`src/design/permutation_unrank_macros.svh`:
```
`ifndef PERMUTATION_UNRANK_MACROS_SVH
`define PERMUTATION_UNRANK_MACROS_SVH

// Check a property on every clock edge outside reset.
`define PU_ASSERT(lbl, prop, msg) \
    lbl: assert property (@(posedge clk) disable iff (!rst_n) (prop)) else $error(msg);

// Check that a condition implies a consequence in the same cycle.
`define PU_ASSERT_IMPL(lbl, ante, cons, msg) \
    lbl: assert property (@(posedge clk) disable iff (!rst_n) (ante) |-> (cons)) \
        else $error(msg);

// Check that a condition implies a consequence in the next cycle.
`define PU_ASSERT_NEXT(lbl, ante, cons, msg) \
    lbl: assert property (@(posedge clk) disable iff (!rst_n) (ante) |=> (cons)) \
        else $error(msg);

`endif

```
`src/design/pu_pkg.sv`:
```
`default_nettype none

package pu_pkg;

    localparam int unsigned SIZE_W    = 4;
    localparam int unsigned RANK_W    = 19;
    localparam int unsigned DIGIT_W   = 4;
    localparam int unsigned MAX_N_DEF = 9;
    localparam int unsigned RECIP_SH  = 24;

    typedef logic [DIGIT_W-1:0] digit_t;

    typedef struct packed {
        logic [SIZE_W-1:0] n;
        logic              err;
        logic [RANK_W-1:0] r;
    } pu_stage_t;

    function automatic logic [RANK_W-1:0] fact_of(input logic [SIZE_W-1:0] m);
        logic [RANK_W-1:0] f;
        case (m)
            4'd0:    f = RANK_W'(1);
            4'd1:    f = RANK_W'(1);
            4'd2:    f = RANK_W'(2);
            4'd3:    f = RANK_W'(6);
            4'd4:    f = RANK_W'(24);
            4'd5:    f = RANK_W'(120);
            4'd6:    f = RANK_W'(720);
            4'd7:    f = RANK_W'(5040);
            4'd8:    f = RANK_W'(40320);
            4'd9:    f = RANK_W'(362880);
            default: f = '1;
        endcase
        return f;
    endfunction

endpackage

`default_nettype wire

```
`src/design/pu_req_if.sv`:
```
`default_nettype none

interface pu_req_if
    import pu_pkg::*;
();
    logic              valid;
    logic              ready;
    logic [SIZE_W-1:0] set_size;
    logic [RANK_W-1:0] rank;

    modport source (output valid, output set_size, output rank, input ready);
    modport sink (input valid, input set_size, input rank, output ready);
endinterface

`default_nettype wire

```
`src/design/pu_res_if.sv`:
```
`default_nettype none

interface pu_res_if
    import pu_pkg::*;
();
    logic               valid;
    logic               ready;
    logic [DIGIT_W-1:0] digit;
    logic               last;
    logic               error;

    modport source (output valid, output digit, output last, output error, input ready);
    modport sink (input valid, input digit, input last, input error, output ready);
endinterface

`default_nettype wire

```
`src/design/permutation_unrank.sv`:
```
`default_nettype none
`include "permutation_unrank_macros.svh"

// Unranks a request (set size n, one-based rank k) into the k-th lexicographic
// permutation of 1..n, delivered as n result items of one digit each, the last
// one flagged; a bad size or rank yields a single error item {0, last, error}.
// A request passes a MAX_N-stage pipeline, an input check followed by one stage
// per factorial-base digit, each dividing the rank by a constant, and then an
// output stage that turns one digit per cycle, while the result side is ready,
// into an unused value. The output stage sets the sustained rate: a request
// holds it for n result items (one for an error), up to MAX_N.
module permutation_unrank
    import pu_pkg::*;
#(
    parameter int unsigned MAX_N = MAX_N_DEF
)
(
    input  logic      clk,
    input  logic      rst_n,
    pu_req_if.sink    req,
    pu_res_if.source  res
);

    localparam int unsigned PICK_W = (MAX_N > 1) ? $clog2(MAX_N) : 1;

    logic      vld_q [MAX_N];
    pu_stage_t st_q  [MAX_N];
    digit_t    dig_q [MAX_N][MAX_N];

    logic adv;
    logic load;
    logic emit;
    logic emit_last;

    logic              ser_valid_reg, ser_valid_next;
    logic              ser_err_reg, ser_err_next;
    logic [PICK_W-1:0] j_reg, j_next;
    logic [MAX_N-1:0]  used_reg, used_next;
    digit_t            ser_dig_reg [MAX_N];

    logic               res_valid_reg, res_valid_next;
    logic [DIGIT_W-1:0] res_digit_reg, res_digit_next;
    logic               res_last_reg, res_last_next;
    logic               res_error_reg, res_error_next;

    logic              found;
    logic [PICK_W-1:0] pick;
    digit_t            cnt;

    assign adv       = !vld_q[MAX_N-1] || load;
    assign req.ready = adv;

    for (genvar s = 0; s < MAX_N; s++) begin : g_stage
        logic      valid_reg, valid_next;
        pu_stage_t st_reg, st_next;
        digit_t    dig_reg  [MAX_N];
        digit_t    dig_next [MAX_N];

        if (s == 0) begin : g_check
            always_comb
            begin
                valid_next = req.valid;
                st_next.n  = req.set_size;
                st_next.err = (req.set_size == '0) || (req.set_size > SIZE_W'(MAX_N)) ||
                              (req.rank == '0) || (req.rank > fact_of(req.set_size));
                st_next.r  = req.rank - RANK_W'(1);
                for (int i = 0; i < MAX_N; i++)
                begin
                    dig_next[i] = '0;
                end
            end
        end else begin : g_div
            localparam logic [RANK_W-1:0]   DIV_R = RANK_W'(s + 1);
            localparam logic [RECIP_SH-1:0] RECIP = RECIP_SH'((64'd1 << RECIP_SH) / (s + 1));

            logic [RANK_W+RECIP_SH-1:0] prod;
            logic [RANK_W-1:0]          q0;
            logic [RANK_W-1:0]          rem0;

            always_comb
            begin
                prod = st_q[s-1].r * RECIP;
                q0   = prod[RANK_W+RECIP_SH-1:RECIP_SH];
                rem0 = st_q[s-1].r - RANK_W'(q0 * DIV_R);
                valid_next = vld_q[s-1];
                st_next    = st_q[s-1];
                for (int i = 0; i < MAX_N; i++)
                begin
                    dig_next[i] = dig_q[s-1][i];
                end
                if (rem0 >= DIV_R)
                begin
                    st_next.r   = q0 + RANK_W'(1);
                    dig_next[s] = DIGIT_W'(rem0 - DIV_R);
                end
                else
                begin
                    st_next.r   = q0;
                    dig_next[s] = DIGIT_W'(rem0);
                end
            end
        end

        always_ff @(posedge clk or negedge rst_n)
        begin
            if (!rst_n)
            begin
                valid_reg <= 1'b0;
            end
            else if (adv)
            begin
                valid_reg <= valid_next;
            end
        end

        always_ff @(posedge clk)
        begin
            if (adv)
            begin
                st_reg  <= st_next;
                dig_reg <= dig_next;
            end
        end

        assign vld_q[s] = valid_reg;
        assign st_q[s]  = st_reg;
        assign dig_q[s] = dig_reg;
    end

    // Pick the q-th value not yet used.
    always_comb
    begin
        cnt   = '0;
        found = 1'b0;
        pick  = '0;
        for (int v = 0; v < MAX_N; v++)
        begin
            if (!used_reg[v])
            begin
                if (!found && (cnt == ser_dig_reg[j_reg]))
                begin
                    found = 1'b1;
                    pick  = PICK_W'(v);
                end
                cnt = cnt + DIGIT_W'(1);
            end
        end
    end

    assign emit      = ser_valid_reg && (!res_valid_reg || res.ready);
    assign emit_last = ser_err_reg || (j_reg == '0);
    assign load      = vld_q[MAX_N-1] && (!ser_valid_reg || (emit && emit_last));

    always_comb
    begin
        ser_valid_next = ser_valid_reg;
        ser_err_next   = ser_err_reg;
        j_next         = j_reg;
        used_next      = used_reg;
        res_valid_next = res_valid_reg && !res.ready;
        res_digit_next = res_digit_reg;
        res_last_next  = res_last_reg;
        res_error_next = res_error_reg;
        if (emit)
        begin
            res_valid_next  = 1'b1;
            res_digit_next  = ser_err_reg ? '0 : DIGIT_W'(pick) + DIGIT_W'(1);
            res_last_next   = emit_last;
            res_error_next  = ser_err_reg;
            used_next[pick] = 1'b1;
            j_next          = j_reg - PICK_W'(1);
            if (emit_last)
            begin
                ser_valid_next = 1'b0;
            end
        end
        if (load)
        begin
            ser_valid_next = 1'b1;
            ser_err_next   = st_q[MAX_N-1].err;
            j_next         = PICK_W'(st_q[MAX_N-1].n - SIZE_W'(1));
            used_next      = '0;
        end
    end

    always_ff @(posedge clk or negedge rst_n)
    begin
        if (!rst_n)
        begin
            ser_valid_reg <= 1'b0;
            ser_err_reg   <= 1'b0;
            j_reg         <= '0;
            used_reg      <= '0;
            res_valid_reg <= 1'b0;
        end
        else
        begin
            ser_valid_reg <= ser_valid_next;
            ser_err_reg   <= ser_err_next;
            j_reg         <= j_next;
            used_reg      <= used_next;
            res_valid_reg <= res_valid_next;
        end
    end

    always_ff @(posedge clk)
    begin
        if (load)
        begin
            ser_dig_reg <= dig_q[MAX_N-1];
        end
        res_digit_reg <= res_digit_next;
        res_last_reg  <= res_last_next;
        res_error_reg <= res_error_next;
    end

    assign res.valid = res_valid_reg;
    assign res.digit = res_digit_reg;
    assign res.last  = res_last_reg;
    assign res.error = res_error_reg;

    `PU_ASSERT_IMPL(a_pick_free, emit && !ser_err_reg, found && !used_reg[pick], "no free value for digit")
    `PU_ASSERT(a_digit_range, !ser_valid_reg || ser_err_reg || (ser_dig_reg[j_reg] <= DIGIT_W'(j_reg)), "digit exceeds position")
    `PU_ASSERT_NEXT(a_tail_hold, vld_q[MAX_N-1] && !load, vld_q[MAX_N-1], "stalled item dropped")

endmodule

`default_nettype wire

```
`src/flat_wrapper.sv`:
```
// flat-port wrapper written by rule: the top's interface ports become plain ports
module permutation_unrank_flat import pu_pkg::*;
#(
    parameter int unsigned MAX_N = MAX_N_DEF
)
  (clk, rst_n, req_valid, req_set_size, req_rank, req_ready, res_valid, res_digit, res_last, res_error, res_ready);
  pu_req_if req_i ();
  pu_res_if res_i ();
  input  logic clk;
  input  logic rst_n;
  input wire logic [$bits(req_i.valid)-1:0] req_valid;
  input wire logic [$bits(req_i.set_size)-1:0] req_set_size;
  input wire logic [$bits(req_i.rank)-1:0] req_rank;
  output wire logic [$bits(req_i.ready)-1:0] req_ready;
  output wire logic [$bits(res_i.valid)-1:0] res_valid;
  output wire logic [$bits(res_i.digit)-1:0] res_digit;
  output wire logic [$bits(res_i.last)-1:0] res_last;
  output wire logic [$bits(res_i.error)-1:0] res_error;
  input wire logic [$bits(res_i.ready)-1:0] res_ready;
  assign req_i.valid = req_valid;
  assign req_i.set_size = req_set_size;
  assign req_i.rank = req_rank;
  assign req_ready = req_i.ready;
  assign res_valid = res_i.valid;
  assign res_digit = res_i.digit;
  assign res_last = res_i.last;
  assign res_error = res_i.error;
  assign res_i.ready = res_ready;
  permutation_unrank #(.MAX_N(MAX_N)) u_core (.clk(clk), .rst_n(rst_n), .req(req_i), .res(res_i));
endmodule
```
`config.mk`:
```
export PLATFORM = sky130hd
export DESIGN_NAME = permutation_unrank_flat
export DESIGN_NICKNAME = d
export VERILOG_FILES = /design/src/design/pu_pkg.sv /design/src/design/pu_req_if.sv /design/src/design/pu_res_if.sv /design/src/design/permutation_unrank.sv /design/src/flat_wrapper.sv
export VERILOG_INCLUDE_DIRS = /design/src /design/src/design
export SDC_FILE = /design/constraint.sdc
export NUM_CORES = 1
export LEC_CHECK = 0
export ABC_CLOCK_PERIOD_IN_PS = 15600
export BUFFER_PORTS_ARGS = -buffer_cell sky130_fd_sc_hd__buf_2
export CAP_MARGIN = 20
export CORE_MARGIN = 2
export CORE_UTILIZATION = 53
export CTS_CLUSTER_SIZE = 10
export DETAILED_ROUTE_END_ITERATION = 8
export PLACE_DENSITY_LB_ADDON = 0.05
export SYNTH_ARGS = -nofsm -noshare
export SYNTH_HDL_FRONTEND = slang
export SYNTH_SLANG_ARGS = --single-unit
```
`constraint.sdc`:
```
create_clock -name clk -period 15.6 [get_ports clk]
set_clock_uncertainty 0.1 [all_clocks]
set_input_delay 0.78 -clock clk [delete_from_list [all_inputs] [get_ports clk]]
set_output_delay 0.78 -clock clk [all_outputs]
set_load 0.01 [all_outputs]
```
==> impl_summary.md, run 1 <==
Finish
The flip-flop count of the largest register after layout is about 180. The final net count is roughly 5200. The repair_antennas step left the layout with diodes totalling 0. The post-synthesis to final-layout area growth is 6.69%. The number of filler cells placed in the layout is around 6800. The commonest non-fill, non-tap cell in the layout is sky130_fd_sc_hd__inv_1.

The top cell types in the final layout, fill and taps aside, are sky130_fd_sc_hd__inv_1 (831), sky130_fd_sc_hd__ha_1 (740), sky130_fd_sc_hd__fa_1 (403), sky130_fd_sc_hd__edfxtp_1 (321), sky130_fd_sc_hd__xnor2_1 (188). The share of post-route cells with drive strength above 1 is 0.0380.

Clocking
Buffers inserted during clock tree synthesis total 43. After clock tree synthesis, the clock-pin slew on the worst setup and hold paths is around 0.060 ns. The cell sitting at the root of the clock tree is a sky130_fd_sc_hd__clkbuf_16. The clock sink total is 346. The count of hold buffers inserted by post-cts repair is 0. Once the clock tree was built, the resizer swapped 0 gates to a different size.

The maximum clock insertion buffer count is 3. TritonCTS built the clock tree. The H-tree depth reported by CTS is 2. The post-CTS setup repair buffer count is 0. The source-to-sink clock delay at the later pin of the worst-skew pair is ~0.58 ns.

Yosys
The summed instance area of the synthesized netlist is just over 40000 um^2. Yosys printed 0 warnings. The top cell type by total area after synthesis is sky130_fd_sc_hd__edfxtp_1.

The fraction of synthesized cell area taken by the top area cell type is 0.233. Counting distinct cell types in the post-synthesis netlist gives 95. Among all flip-flop cells after synthesis, the most frequent one is sky130_fd_sc_hd__edfxtp_1. The sequential-to-total area share from yosys stat is 0.248. Counting flops with an async set or reset pin after synthesis yields a share of 0.0723. After synthesis, the cell types taking the most area are sky130_fd_sc_hd__edfxtp_1 (23%), sky130_fd_sc_hd__ha_1 (22%), sky130_fd_sc_hd__fa_1 (20%). After technology mapping, the gate count stands at between 3000 and 4000. The average instance area after synthesis is ~10 um^2.

The synthesized design contains 321 enable-type register cells. The synthesis-stage register bit count is around 350.

Timing
Setup repair after global routing left no endpoint under its margin. The timing-limited maximum frequency is 83.7 MHz. Setup violations remaining at the end of the flow were counted as 0. At the pin with the least slew margin, the transition time is between 1 and 1.5 ns. The sum of negative setup slack is 0 ns. The number of hold-slack violations in the final timing report is 0. The final max-slew violation count is 0. Measured against its own limit, the worst slew margin works out to 0.314. The minimum clock period is ~12 ns. Of the available clock period, the critical path in the final layout requires 0.766.

Route
The average via count per standard cell is approximately 5.3. For this block, the via count after detailed routing is about 27000. Dividing the detail-routed wire length by the instance count gives between 15 and 20 um. In the routed design, unresolved DRC markers number 0. Wires add up to between 80000 and 90000 um. The detail route stage leaves a number of antenna-violating nets equal to 0.

For this run, the detailed router's first-pass iteration total came to 5. The initial detailed-routing violation count is around 1400.

Floorplan
The die is about 280 um wide. 35 I/O pins were placed. The placeable core area is a little under 80000 um^2. After floorplanning, the core was divided into 102 placement rows.

The die is 283 um tall. The starting density of the core is 0.535. The full die area is between 80000 and 90000 um^2.

Setup path
At the worst endpoint, the required time is around 16 ns. Of all nets on the critical path, the largest fanout is 19. Data arrives at the worst endpoint at about 12 ns. The slowest stage of the critical path belongs to the cell sky130_fd_sc_hd__fa_1. The type of element launching the critical path is a flop. The capturing element type of the critical path is a flop. The class of the most critical setup path is reg2reg.

The most repeated library cell on the critical path is sky130_fd_sc_hd__ha_1. The largest single stage delay on the critical path is approximately 0.68 ns. The worst reg2reg path depth is 43.

Run status
The flow ran to the end, and the final reports show no timing, DRC or antenna violations.

Global route
The via count of the first global-routing pass was roughly 28000. The wire length of the first global-routing pass is between 100000 and 150000 um. In the global route stage, overall resource usage came out at 0.220. The number of antenna violations at the first check in global routing is 0. Summed over all layers, the global routing overflow is 0. Entering global routing, the biggest net connects 173 pins.

Run
Across the run, the number of max-cap violations was 0.

Placement
The routability congestion estimate from global placement is between 0.8 and 0.9. The detailed-placement wirelength estimate is between 70000 and 80000 um. The count of buffers added on input and output ports is 34.

Min path
The tightest min-delay check is of the in2async type.
==> per-stage QoR <==
stage	cell area (um^2)	utilization	worst slack, ns	hold WS [ns]	std cells
6_report	44100	0.571	3.65	0.102	5115
3_5_place_dp	42800	0.554	3.81	0.305	5046
4_1_cts	44100	0.571	3.76	0.0863	5115
3_3_place_gp	42800	0.554	3.98	0.300	5046
5_1_grt	44100	0.571	2.63	0.123	5115
2_1_floorplan	41400	-	5.17	0.300	3993
==> logic make-up (layout without fill, tap and decap cells) <==
| group | Yosys count | in the layout | synth area share |
|---|---|---|---|
| muxes | 42 | 42 | 0.0116 |
| DFF | 346 | 346 | 0.248 |
| AOI/OAI and AO/OA | 639 | 639 | 0.100 |
| other | 2 | 6 | 0.000182 |
| adders and majority gates | 1144 | 1144 | 0.419 |
| buffers and inverters | 864 | 946 | 0.0786 |
| and+or+nand+nor | 675 | 675 | 0.0823 |
| xor gates and xnor gates | 277 | 277 | 0.0597 |
==> critical path, delay by kind of cell (launching register included) <==
kind,cells,cell delay [ns]
compound gates,13,2.94
mux,1,0.30
buf+inv,4,0.44
fa+ha+maj,10,4.26
xor+xnor,4,0.72
flops,1,0.46
simple gates,11,2.46
==> cell usage after synthesis (23+ instances only) <==
library cell                 n
sky130_fd_sc_hd__dfrtp_1    25
sky130_fd_sc_hd__nand2b_1   49
sky130_fd_sc_hd__o21ai_0   133
sky130_fd_sc_hd__fa_1      403
sky130_fd_sc_hd__o21a_1     34
sky130_fd_sc_hd__mux2i_1    23
sky130_fd_sc_hd__and3_1     25
sky130_fd_sc_hd__edfxtp_1  321
sky130_fd_sc_hd__nand2_1   135
sky130_fd_sc_hd__xnor2_1   188
sky130_fd_sc_hd__nor2_1    172
sky130_fd_sc_hd__nor2b_1    38
sky130_fd_sc_hd__nand4_1    36
sky130_fd_sc_hd__nor3_1     54
sky130_fd_sc_hd__inv_1     831
sky130_fd_sc_hd__a21oi_1   172
sky130_fd_sc_hd__xor2_1     85
sky130_fd_sc_hd__nand3_1    67
sky130_fd_sc_hd__a21o_1     85
sky130_fd_sc_hd__a31oi_1    30
sky130_fd_sc_hd__clkbuf_1   26
sky130_fd_sc_hd__ha_1      740
==> routing by layer <==
metal / routed length, um / global-route usage / up-vias
met5: 0 / 0 / -
met4: 1600 / 0.0455 / 0
met3: 3340 / 0.0274 / 95
met2: 39300 / 0.358 / 420
met1: 40900 / 0.317 / 12972
li1: - / - / 13608
==> area by class of cell <==
type	instances	area [um^2]	area share
multi-input combinational	2783	27900	0.631
inverter	834	3130	0.0709
sequential	346	10300	0.233
tap	1040	1300	0.0295
timing repair buffer	43	250	0.00567
clock buffer	60	1160	0.0263
clock inverter	9	154	0.00349
==> worst paths after layout <==
kind                                               from                          end  slack, ns
max                        u_core.g_stage[4].st_reg[12]  u_core.g_stage[5].st_reg[8]       3.65
max in group asynchronous                         rst_n              u_core.j_reg[1]      14.91
max reg2reg                u_core.g_stage[4].st_reg[12]  u_core.g_stage[5].st_reg[8]       3.65
min                                               rst_n           u_core.used_reg[8]       0.10
min reg2reg                            u_core.dig_q[14]       u_core.ser_dig_reg[14]       0.30
min in group clk                       u_core.dig_q[14]       u_core.ser_dig_reg[14]       0.30
Power of run 1 is not shown: default switching activity piles up to over one toggle a cycle in this logic, so the estimate is an artifact.
==> inputs of run 2 (changes only) <==
--- a/config.mk
+++ b/config.mk
@@ -6,7 +6,7 @@
 export SDC_FILE = /design/constraint.sdc
 export NUM_CORES = 1
 export LEC_CHECK = 0
-export ABC_CLOCK_PERIOD_IN_PS = 15600
+export ABC_CLOCK_PERIOD_IN_PS = 11300
 export BUFFER_PORTS_ARGS = -buffer_cell sky130_fd_sc_hd__buf_2
 export CAP_MARGIN = 20
 export CORE_MARGIN = 2
==> constraint.sdc (replaced) <==
create_clock -name clk -period 11.3 [get_ports clk]
set_clock_uncertainty 0.1 [all_clocks]
set_input_delay 0.565 -clock clk [delete_from_list [all_inputs] [get_ports clk]]
set_output_delay 0.565 -clock clk [all_outputs]
set_load 0.01 [all_outputs]
==> run 2 against run 1 <==
Compared with the run above:
- final area is 1.5% higher
- first-iteration DRC count is 7.2% higher
- die area stayed put
- hold slack better by 0.044 ns
- setup slack worse by 3.1 ns
- register-to-register slack worse by 3.1 ns
- routed wire length is 1.2% higher
- fmax is 11% higher
- via count is 1.3% higher
- sequential share of layout area is 0.35 points lower
==> impl_summary.md, run 2 (synthesized netlist as in run 1, its figures left out) <==
Run status
The flow ran to the end, and the final reports show no timing, DRC or antenna violations.

Setup path
The critical path is of the reg2reg type. The type of element launching the critical path is a flop. The worst-path cell with the longest stage delay is sky130_fd_sc_hd__fa_2. Together, buffers and inverters on the worst path number 4. The cell family contributing the most delay on the critical path is adder cells. Of all nets on the critical path, the largest fanout is 7. The data arrival time of the critical path is around 11 ns. The critical path's largest stage delay is between 0.6 and 0.7 ns. The most repeated library cell on the critical path is sky130_fd_sc_hd__inv_1. For the worst setup path, the data required time is around 11 ns.

The capturing element type of the critical path is a flop.

Global route
Entering global routing, the biggest net connects ~170 pins. The via count of the first global-routing pass is 27474. The number of antenna violations at the first check in global routing was 0.

The sum of overflow across all layers after global routing is 0. The first global-routing pass estimated 143000 um of wire. The combined global-route utilization of all metal layers is 0.219.

Clocking
The TritonCTS clock tree is yes. The number of buffers created by CTS is 42. The clock passes through at most 3 buffers.

Clock latency on the worst-skew pair, taken at its later pin, is roughly 0.56 ns. The clock tree synthesis step divided the H-tree into 2 levels. The clock sink total is between 300 and 400. Clock-pin slew was measured on the worst setup and hold paths at roughly 0.060 ns.

CTS placed an instance of sky130_fd_sc_hd__clkbuf_16 at the clock tree root.

Floorplan
The starting density of the core is 0.535. During I/O placement, the number of pins put on the boundary was 35. Measured along the y axis, the die boundary spans between 200 and 300 um. The floorplan has around 100 rows. The floorplan step set the die width to ~280 um. The full die area is between 80000 and 90000 um^2. The core region is 77300 um^2.

Timing
The transition at the pin with the smallest max-transition slack is roughly 1.0 ns. The timing-limited maximum frequency is ~90 MHz. The sum of negative setup slack is 0 ns. Of the available clock period, the critical path in the final layout requires 0.954.

Setup repair after global routing could not meet its margin everywhere. The number of hold-slack violations in the final timing report is 0. The final setup violation count is 0. The worst pin sits at a relative slew slack of 0.297. Subtracting the final worst setup slack from the clock period gives roughly 11 ns. The final max-slew violation count is 0.

Finish
The register with the most flip-flops in the layout has ~180 of them. The top cell types in the final layout, fill and taps aside, are sky130_fd_sc_hd__inv_1 (830), sky130_fd_sc_hd__ha_1 (734), sky130_fd_sc_hd__fa_1 (397), sky130_fd_sc_hd__edfxtp_1 (321), sky130_fd_sc_hd__xnor2_1 (187). In the final layout, the share of cells above drive strength 1 is 0.0642. The post-synthesis to final-layout area growth is 8.33%. The net count of the finished layout is roughly 5300. Summing all multi-input logic gate instances after layout gives between 20000 and 30000 um^2. The core occupancy in the finished layout is 0.579.

Counting the fill cells in the layout gives roughly 6900. Leaving out fill and tap cells, the most frequent cell in the layout is sky130_fd_sc_hd__inv_1. Summing all flip-flop and latch instances after layout gives approximately 10000 um^2.

Excluding fillers, the count of instances in the completed layout stands at ~5200. The repair_antennas step left the layout with diodes totalling 0.

Min path
The min-delay analysis places its worst path in the category in2reg.

Route
The average wire per standard cell is ~17 um. The average via count per standard cell is 5.29. Once detail routing completed, the nets flagged for antenna violations numbered 0. The detailed-route wire length is 86200 um. Across all layers, the routed design uses 27442 vias. The number of search-and-repair iterations in the first detailed-routing pass is 5. The initial detailed-routing violation count is ~1500. After detailed routing, the number of remaining DRC violations is 0.

Placement
Detailed placement finished with a half-perimeter wire length of 72100 um. The count of input and output buffers is 34. At the end of routability-driven placement, the weighted congestion stood at 0.858. After detailed placement, the design holds a cell count of between 5000 and 6000.

Run
The number of max-cap violations is 0.
run 2: changes by cell type in the layout (fill, tap and decap cells not counted), sizes merged:
cell | previous run | this run
buf | 43 | 113
bufinv | 2 | 0
clkbuf | 60 | 58
clkinv | 5 | 7
clkinvlp | 1 | 0
dlygate4sd3 | 0 | 1
inv | 835 | 834
nand2 | 138 | 139
run 2: through the flow:
step,instance area [um^2],hold slack (ns),setup WS (ns)
floorplan,41400,0.169,0.867
global placement,43100,0.300,0.154
detailed placement,43100,0.305,-0.0197
CTS,44300,0.117,0.00384
global route,44800,0.126,-0.0987
finish,44800,0.146,0.522
run 2: per-layer routing:
layer | track usage | part of all wire | vias up
met2 | 0.349 | 0.45 | 319
met5 | 0 | 0 | -
li1 | - | - | 13724
met4 | 0.0343 | 0.013 | 0
met1 | 0.330 | 0.50 | 13331
met3 | 0.0220 | 0.030 | 68
run 2: worst register-to-register path: cells and delay by family, from the launching register on:
kind	cells	cell delay [ns]
multiplexers	1	0.25
AO/OA/AOI/OAI	13	2.85
buffers and inverters	4	0.34
AND/OR/NAND/NOR	12	2.34
XOR/XNOR	4	0.56
flip-flops	1	0.46
adder cells (fa/ha/maj)	9	3.62
run 2: final cells by class:
class / instances / area share
Clock inverter: 7 / 0.00176
Tap cell: 1040 / 0.0290
Sequential cell: 346 / 0.229
Timing Repair Buffer: 114 / 0.0178
Multi-Input combinational cell: 2784 / 0.627
Clock buffer: 58 / 0.0250
Inverter: 834 / 0.0699
run 2: path summary, 6_finish.rpt:
check | from | end | slack, ns | cells past startpoint
setup / recovery | u_core.g_stage[4].st_reg[5] | u_core.g_stage[5].st_reg[8] | 0.52 | 43
hold / removal | req_valid | u_core.g_stage[0].valid_reg | 0.15 | 2
setup reg to reg | u_core.g_stage[4].st_reg[5] | u_core.g_stage[5].st_reg[8] | 0.52 | 43
hold reg to reg | u_core.g_stage[2].st_reg[17] | u_core.g_stage[3].st_reg[15] | 0.28 | 0
max in group asynchronous | rst_n | u_core.g_stage[7].valid_reg | 10.27 | 2
min in group asynchronous | rst_n | u_core.ser_valid_reg | 0.45 | 2
run 2: what timing repair did:
item	4_1_cts	5_1_grt
hold buffers	1	0
buffers inserted	0	28
hold endpoints to repair	25	0
cloned	0	1
setup endpoints to repair	3	64
resized for setup	1	47
pin swaps	0	21
Power of run 2 is left out for the same reason.
